--- src/rtl/nfoic_pkg.sv ---
package nfoic_pkg;

    localparam int MEM_DEPTH   = 65536;
    localparam int ADDR_W      = 16;
    localparam int BYTE_W      = 8;
    localparam int FETCH_BYTES = 8;
    localparam int CNT_W       = 3;

    localparam logic [15:0] IO_BASE   = 16'hC000;
    localparam logic [15:0] IO_END    = 16'hC008;
    localparam logic [15:0] WRITE_LOW = 16'h8000;
    localparam logic [15:0] BASE_MASK = 16'hFFF8;

    typedef enum logic [1:0] {
        CMD_EXEC = 2'd0,
        CMD_LOAD = 2'd1,
        CMD_READ = 2'd2,
        CMD_NONE = 2'd3
    } cmd_t;

    typedef enum logic [3:0] {
        ST_IDLE,
        ST_FETCH,
        ST_WAIT,
        ST_RD_A,
        ST_RD_B,
        ST_EXEC,
        ST_LOAD,
        ST_READ,
        ST_RCAP,
        ST_DONE
    } state_t;

    typedef struct packed {
        logic              we;
        logic [ADDR_W-1:0] addr;
        logic [BYTE_W-1:0] wdata;
    } mem_req_t;

    typedef struct packed {
        logic [15:0] next_pc;
        logic [7:0]  nor_value;
        logic [7:0]  read_byte;
        logic        io_write_valid;
        logic [15:0] io_write_address;
        logic [7:0]  io_write_data;
        logic        debug_flag;
    } result_t;

endpackage

--- src/rtl/nfoic_seq.sv ---
module nfoic_seq import nfoic_pkg::*; #(
    parameter logic [15:0] DEBUG_OUT_ADDR = 16'hC000,
    parameter logic [15:0] DEBUG_IN_ADDR  = 16'hC001
) (
    input  logic        aclk,
    input  logic        aresetn,
    input  logic        in_valid,
    output logic        in_ready,
    input  logic [1:0]  in_command,
    input  logic [15:0] in_mem_address,
    input  logic [7:0]  in_mem_data,
    input  logic [63:0] in_io_read_bytes,
    output mem_req_t    mem_req,
    input  logic [7:0]  mem_rdata,
    output logic        res_valid,
    input  logic        res_free,
    output result_t     res
);

    state_t state_reg, state_next;
    logic [CNT_W-1:0] cnt_reg;
    logic [15:0] pc_reg;
    logic        debug_reg;

    logic [15:0] maddr_reg;
    logic [7:0]  mdata_reg;
    logic [63:0] io_reg;
    logic [63:0] instr_reg;
    logic [7:0]  opa_reg;
    logic [7:0]  nor_reg;
    logic [7:0]  read_reg;
    logic        wv_reg;
    logic [15:0] wa_reg;
    logic [7:0]  wd_reg;

    logic [15:0] op_a, op_b, op_c, op_d;
    logic [7:0]  nor_now;
    logic        a_writable;
    logic        a_io_write;
    logic        accept;

    // Operand byte: peripheral window except the debug-in address reads memory.
    function automatic logic [7:0] pick_byte(input logic [15:0] addr, input logic [7:0] mbyte,
                                             input logic [63:0] io);
        logic [7:0] r;
        r = mbyte;
        if (addr >= IO_BASE && addr < IO_END && addr != DEBUG_IN_ADDR) begin
            r = io[{addr[2:0], 3'b000} +: 8];
        end
        return r;
    endfunction

    assign op_a = instr_reg[63:48];
    assign op_b = instr_reg[47:32];
    assign op_c = instr_reg[31:16];
    assign op_d = instr_reg[15:0];
    assign nor_now    = ~(opa_reg | pick_byte(op_b, mem_rdata, io_reg));
    assign a_writable = (op_a >= WRITE_LOW) && (op_a < IO_END);
    assign a_io_write = (op_a >= DEBUG_OUT_ADDR) && (op_a < IO_END);
    assign accept     = in_valid && in_ready;

    always_comb begin
        state_next = state_reg;
        unique case (state_reg)
            ST_IDLE: begin
                if (in_valid) begin
                    case (cmd_t'(in_command))
                        CMD_EXEC: state_next = ST_FETCH;
                        CMD_LOAD: state_next = ST_LOAD;
                        CMD_READ: state_next = ST_READ;
                        default:  state_next = ST_DONE;
                    endcase
                end
            end
            ST_FETCH: begin
                if (cnt_reg == CNT_W'(FETCH_BYTES - 1)) begin
                    state_next = ST_WAIT;
                end
            end
            ST_WAIT: state_next = ST_RD_A;
            ST_RD_A: state_next = ST_RD_B;
            ST_RD_B: state_next = ST_EXEC;
            ST_EXEC: state_next = ST_DONE;
            ST_LOAD: state_next = ST_DONE;
            ST_READ: state_next = ST_RCAP;
            ST_RCAP: state_next = ST_DONE;
            ST_DONE: begin
                if (res_free) begin
                    state_next = ST_IDLE;
                end
            end
            default: state_next = ST_IDLE;
        endcase
    end

    always_comb begin
        in_ready      = 1'b0;
        res_valid     = 1'b0;
        mem_req.we    = 1'b0;
        mem_req.addr  = maddr_reg;
        mem_req.wdata = mdata_reg;
        unique case (state_reg)
            ST_IDLE:  in_ready = 1'b1;
            ST_FETCH: mem_req.addr = (pc_reg & BASE_MASK) | {13'd0, cnt_reg};
            ST_RD_A:  mem_req.addr = op_a;
            ST_RD_B:  mem_req.addr = op_b;
            ST_EXEC: begin
                mem_req.addr  = op_a;
                mem_req.wdata = nor_now;
                mem_req.we    = a_writable;
            end
            ST_LOAD:  mem_req.we = 1'b1;
            ST_DONE:  res_valid = 1'b1;
            default: begin
            end
        endcase
    end

    always_ff @(posedge aclk) begin
        if (!aresetn) begin
            state_reg <= ST_IDLE;
            cnt_reg   <= '0;
            pc_reg    <= '0;
            debug_reg <= 1'b0;
        end else begin
            state_reg <= state_next;
            if (state_reg == ST_FETCH) begin
                cnt_reg <= cnt_reg + 1'b1;
            end else begin
                cnt_reg <= '0;
            end
            if (state_reg == ST_EXEC) begin
                pc_reg <= (nor_now != 8'd0) ? op_c : op_d;
                if (op_a == DEBUG_OUT_ADDR) begin
                    debug_reg <= 1'b1;
                end
            end
        end
    end

    always_ff @(posedge aclk) begin
        if (accept) begin
            maddr_reg <= in_mem_address;
            mdata_reg <= in_mem_data;
            io_reg    <= in_io_read_bytes;
            nor_reg   <= '0;
            read_reg  <= '0;
            wv_reg    <= 1'b0;
            wa_reg    <= '0;
            wd_reg    <= '0;
        end
        // Shift in fetched bytes, first byte ends up on top.
        if ((state_reg == ST_FETCH && cnt_reg != '0) || state_reg == ST_WAIT) begin
            instr_reg <= {instr_reg[55:0], mem_rdata};
        end
        if (state_reg == ST_RD_B) begin
            opa_reg <= pick_byte(op_a, mem_rdata, io_reg);
        end
        if (state_reg == ST_EXEC) begin
            nor_reg <= nor_now;
            if (a_io_write) begin
                wv_reg <= 1'b1;
                wa_reg <= op_a;
                wd_reg <= nor_now;
            end
        end
        if (state_reg == ST_RCAP) begin
            read_reg <= mem_rdata;
        end
    end

    assign res.next_pc          = pc_reg;
    assign res.nor_value        = nor_reg;
    assign res.read_byte        = read_reg;
    assign res.io_write_valid   = wv_reg;
    assign res.io_write_address = wa_reg;
    assign res.io_write_data    = wd_reg;
    assign res.debug_flag       = debug_reg;

endmodule

--- config.mk ---
export PLATFORM = sky130hd
export DESIGN_NAME = nfoic_seq
export DESIGN_NICKNAME = d
export VERILOG_FILES = /design/src/rtl/nfoic_pkg.sv /design/src/rtl/nfoic_seq.sv
export SDC_FILE = /design/constraint.sdc
export NUM_CORES = 1
export LEC_CHECK = 0
export ABC_AREA = 1
export BUFFER_PORTS_ARGS = -buffer_cell sky130_fd_sc_hd__buf_4
export CORE_MARGIN = 2
export CORE_UTILIZATION = 59
export DETAILED_ROUTE_END_ITERATION = 10
export PLACE_DENSITY = 0.85
export SYNTH_ARGS = -nofsm -noshare
export SYNTH_HDL_FRONTEND = slang
export SYNTH_SLANG_ARGS = --single-unit
--- constraint.sdc ---
create_clock -name aclk -period 11.47 [get_ports aclk]
set_input_delay 2.294 -clock aclk [delete_from_list [all_inputs] [get_ports aclk]]
set_output_delay 2.294 -clock aclk [all_outputs]
set_load 0.02 [all_outputs]
* After elaboration in Yosys (flattened, before gate mapping)
Cells that the tools add are included.
** Word-level totals
- Bits of input ports :: 102
- Output and inout port bits :: 85
- Word-level logic and storage cells :: 87
- Flip-flop bits (word level) :: 225
** Cells by class
- Magnitude comparators :: 5
- Mux-type cells :: 25
- Reductions and logical operators :: 19
- Shift-type cells :: 2
- Eq/ne operators :: 18
- Add/sub/neg operators :: 1
- Bitwise logic cells :: 3
** Operators by type and width (count)
- $shiftx 64x7->8 :: 2
- $mux 8 :: 9
- $mux 16 :: 4
- $ge 16x16->1 const B :: 3
- $pmux 16 s3 :: 1
- $lt 16x16->1 const B :: 2
- $ne 16x16->1 const B :: 2
- $pmux 4 s8 :: 1
- $eq 16x16->1 const B :: 1
- $eq 4x3->1 const B :: 4
- $or 16x3->16 :: 1
- $mux 4 :: 3
- $pmux 4 s3 :: 1
- $eq 4x2->1 const B :: 2
- $eq 4x4->1 const B :: 2
- $not 8->8 :: 1
- $or 8x8->8 :: 1
- $reduce_bool 8->1 :: 1
- $logic_and 1x1->1 :: 7
- $ne 2x2->1 const B :: 3
- $mux 1 :: 5
- $eq 4x1->1 const B :: 1
- $logic_not 4->1 :: 1
- $reduce_and 2->1 :: 2
- other kinds (12) :: 13

* Logic depth before layout (Yosys ltp)
- Depth in word-level cells :: 8
- Gate-level depth with buffers :: 15
- Mapped depth without buffers :: 14

* Worst setup path after synthesis
Ideal clock, no wire load.
- Path type :: in2reg
- Start point :: in in_valid
- End point :: reg read_reg[0] (enable)
- Required time :: 11141 ps
- Setup slack :: 4169 ps
- Path buffers :: 1
- Arrival time :: 6971 ps
- Library setup time :: 329 ps
- Stages :: 5
- Cells stage by stage :: inv_1 nor2_1 inv_2 clkbuf_1 nand2_1
** Between the ends
- Word-level cells in the longest chain between the ends :: 2
** Ends and longest elaborated chain
- from (decl) :: line nfoic_seq.sv:7 : input logic in_valid,
- $logic_and 1x1->1 :: line nfoic_seq.sv:60 : assign accept = in_valid && in_ready;
- via accept :: line nfoic_seq.sv:40 : logic accept;
- $reduce_bool 2->1 (no line)
- to (signal assigned) :: line nfoic_seq.sv:168 : read_reg <= mem_rdata;
- to (decl) :: line nfoic_seq.sv:31 : logic [7:0] read_reg;
The timed path passes the listed nets, and every way through them passes these cells.
A chain may end at the register's enable or synchronous reset.

==> out/qor_table.md <==
| Item | This run | Unit |
| --- | --- | --- |
| Most frequent cells in the layout | sky130_fd_sc_hd__buf_4 (197), sky130_fd_sc_hd__edfxtp_1 (176), sky130_fd_sc_hd__nand2_1 (153) | - |
| Vias per Instance | 5.71 | - |
| Top-level I/O count | 187 | - |
| Busiest metal layer after global routing | met2 | - |
| Clock transition time at the flip-flop clock pins of the worst setup and hold paths | 0.06 | ns |
| Netlist cell types | 37 | - |
| Antenna-violating nets left | 0 | - |
| PostCTS Resize Cnt | 0 | - |
| Synth-to-Final Area Change | 23.6 | % |
| Setup TNS | 0 | ns |
| Deepest level of the CTS H-tree | 1 | - |
| Violation count after the first detailed-routing iteration | 814 | - |
| Synthesized area divided by synthesized cell count | 10.6 | µm² |
| Antenna diode instance count | 0 | - |
| Cell Area, Synth | 9430 | µm² |
| Placed cells | 1263 | - |
| Clock latency at the later pin of the worst-skew pair | 0.50 | ns |
| Top cell type by total area after synthesis | sky130_fd_sc_hd__edfxtp_1 | - |
| Combined area of the multi-input logic cells | 2520 | µm² |
| M3 GR Usage | 0.0436 | - |
| Static leakage power | 0.00483 | µW |
| Routability cong. | 0.901 | - |
| Outcome | complete, no violations | - |
| Number of max-slew violations in the final report | 0 | - |
| Total clock buffers created by CTS | 23 | - |
| Buffer depth of the longest clock path | 3 | - |
| Pwr Density | 245 | nW/µm² |
| Final non-filler cell total | 1304 | - |
| Final count of negative-setup-slack endpoints | 0 | - |
| Number of hold violations in the final report | 0 | - |
| Pin count of the biggest net entering global routing | 67 | - |
| Synthesized netlist cell count | 891 | - |
| Initial DRT Pass Iterations | 8 | - |
| Max-Slew Margin vs Limit | 0.173 | - |
| Full die area | 17000 | µm² |
| Period utilisation layout | 0.479 | - |
| Sequential cell area | 6270 | µm² |
| Classification of the worst setup path | in2out | - |
| Final worst clock skew | 0.00823 | ns |
| Kind of start point of the critical path | primary input | - |
| Worst VDD drop | 151 | µV |
| M2 GR Usage | 0.454 | - |
| DRC violations left | 0 | - |
| Overall via count from detail_route | 7443 | - |
| Number of global-route vias before repair | 6952 | - |
| First-pass GRT wire length | 35.8 | mm |
| Actual transition at the worst max-transition pin | 1.24 | ns |
| Post-DP HPWL | 16.7 | mm |
| Core Area | 15800 | µm² |
| Clock Sink Count | 225 | - |
| Number of max-capacitance violations reported | 0 | - |
| Layout net count | 1179 | - |
| Type of element capturing the critical path | primary output | - |
| Highest fanout seen on the critical path | 4 | - |
| Pre-CTS WS | 6.00 | ns |
| Postcts setup bufs | 0 | - |
| Buffer type at the clock tree root | sky130_fd_sc_hd__clkbuf_16 | - |
| Count of filler cells inserted in the layout | 1094 | - |
| Seq cells post-synth | 225 | - |
| Crit path DAT | 3.21 | ns |
| Post-Route Utilization | 0.739 | - |
| Number of rows created at floorplan | 46 | - |
| Clock tree from TritonCTS | built | - |
| Detailed-route wire length per cell | 18.6 | µm |
| Final worst slack | 5.97 | ns |
| Effective utilization at floorplan | 0.598 | - |
| Final Routed Wirelength | 24.2 | mm |
| Share of the synthesized area in the top cell type | 0.561 | - |
| Fraction of the yosys area taken by sequential cells | 0.665 | - |
| Overflow left after global routing | 0 | - |
| Combined global-route utilization of all metal layers | 0.275 | - |
| Shortest period the worst path allows | 5.50 | ns |
| Met1 usage | 0.364 | - |
| Chip Height | 130 | µm |
| Total Power Consumption | 2860 | µW |
| Worst min-delay path class | reg2reg | - |
| Leading cell type in the layout, fill and taps excluded | sky130_fd_sc_hd__buf_4 | - |
| Number of antenna violations at the first check in global routing | 0 | - |
| Total of warnings raised by yosys | 0 | - |
| Share of post-route cells with drive strength above 1 | 0.229 | - |
| Unrepaired setup endpoints after global routing | no | - |
| Required time at the worst-slack endpoint | 9.18 | ns |
| Top cells by area, synth | sky130_fd_sc_hd__edfxtp_1 (56%), sky130_fd_sc_hd__dfxtp_1 (10%), sky130_fd_sc_hd__nand2_1 (6.1%) | - |
| Post-CTS Hold Buffers | 0 | - |
| Mapped Nets | 998 | - |
| Total of buffers placed on input and output ports | 186 | - |
| Horiz. Die Dim | 130 | µm |
| Peak Freq | 0.182 | GHz |
-- area by class of cell --
type | instances | area share
flip-flops and latches | 225 | 0.538
multi-input cells | 512 | 0.217
repair buffers | 197 | 0.127
clock buffers | 28 | 0.0510
inverters | 113 | 0.0369
well taps | 216 | 0.0232
clock inverters | 13 | 0.00762
-- kinds of logic (layout without fill, tap and decap cells) --
family / after synthesis / count (layout) / share of synthesized area
simple gates: 344 / 344 / 0.162
flops: 225 / 225 / 0.665
buf+inv: 154 / 351 / 0.0686
compound gates: 163 / 163 / 0.0981
fa+ha+maj: 5 / 5 / 0.00664
-- power breakdown --
part           internal [µW]  switching, µW  total (µW)
Sequential              1170            113        1290
Combinational            277            609         886
Clock                    390            296         687
-- stage by stage --
stage                     area [µm²]  hold slack (ns)
after detailed placement       11000            0.434
after global routing           11700            0.452
final                          11700            0.445
after CTS                      11700            0.447
after floorplan                 9430            0.417
after global placement         11000            0.428
-- worst max-delay path, stage by stage --
cell	delay, ns
sky130_fd_sc_hd__buf_4	0.13
sky130_fd_sc_hd__a21oi_1	0.19
sky130_fd_sc_hd__nand2_2	0.15
sky130_fd_sc_hd__o21ai_0	0.25
sky130_fd_sc_hd__buf_4	0.20
-- synthesized netlist by cell type --
cell type                     n
sky130_fd_sc_hd__nand3_1     96
sky130_fd_sc_hd__a21oi_1     57
sky130_fd_sc_hd__nor3_1       6
sky130_fd_sc_hd__buf_4        4
sky130_fd_sc_hd__buf_6        5
sky130_fd_sc_hd__buf_2        8
sky130_fd_sc_hd__nor2_2       2
sky130_fd_sc_hd__nand4_1      8
sky130_fd_sc_hd__dfxtp_1     49
sky130_fd_sc_hd__a22oi_1     10
sky130_fd_sc_hd__nand2_4      1
sky130_fd_sc_hd__clkinv_1     2
sky130_fd_sc_hd__o22ai_1      3
sky130_fd_sc_hd__nor2_1      63
sky130_fd_sc_hd__inv_2        3
sky130_fd_sc_hd__buf_1        1
sky130_fd_sc_hd__o221ai_1     4
sky130_fd_sc_hd__inv_1      106
sky130_fd_sc_hd__nand2_1    154
sky130_fd_sc_hd__a31oi_1      6
sky130_fd_sc_hd__a211oi_1     1
sky130_fd_sc_hd__o21ai_1      7
sky130_fd_sc_hd__o21ai_0     55
sky130_fd_sc_hd__nand2_2      7
sky130_fd_sc_hd__clkinv_2     1
sky130_fd_sc_hd__nand3_4      1
sky130_fd_sc_hd__nor2_8       1
sky130_fd_sc_hd__o211ai_1    15
sky130_fd_sc_hd__nor2_4       3
sky130_fd_sc_hd__edfxtp_1   176
sky130_fd_sc_hd__a311oi_1     1
sky130_fd_sc_hd__clkbuf_1    23
sky130_fd_sc_hd__inv_6        1
sky130_fd_sc_hd__o21bai_1     1
sky130_fd_sc_hd__nor4_1       2
sky130_fd_sc_hd__ha_1         5
sky130_fd_sc_hd__o2111ai_1    3
-- worst paths after layout --
path	from	to	depth (start not counted)	slack, ns
setup / recovery	mem_rdata[6]	mem_req[6]	5	5.97
hold / removal	instr_reg[13]$_DFFE_PP_	instr_reg[21]$_DFFE_PP_	0	0.44
setup reg to reg	instr_reg[48]$_DFFE_PP_	opa_reg[4]$_DFFE_PN_	9	8.07
hold reg to reg	instr_reg[13]$_DFFE_PP_	instr_reg[21]$_DFFE_PP_	0	0.44
-- per-layer routing --
| layer | up-vias | wire [µm] |
|---|---|---|
| li1 | 3439 | - |
| met1 | 3427 | 9000 |
| met2 | 470 | 11700 |
| met3 | 107 | 2320 |
| met4 | 0 | 1170 |
| met5 | - | 0 |
No activity file was read; power rests on OpenSTA's default activity.
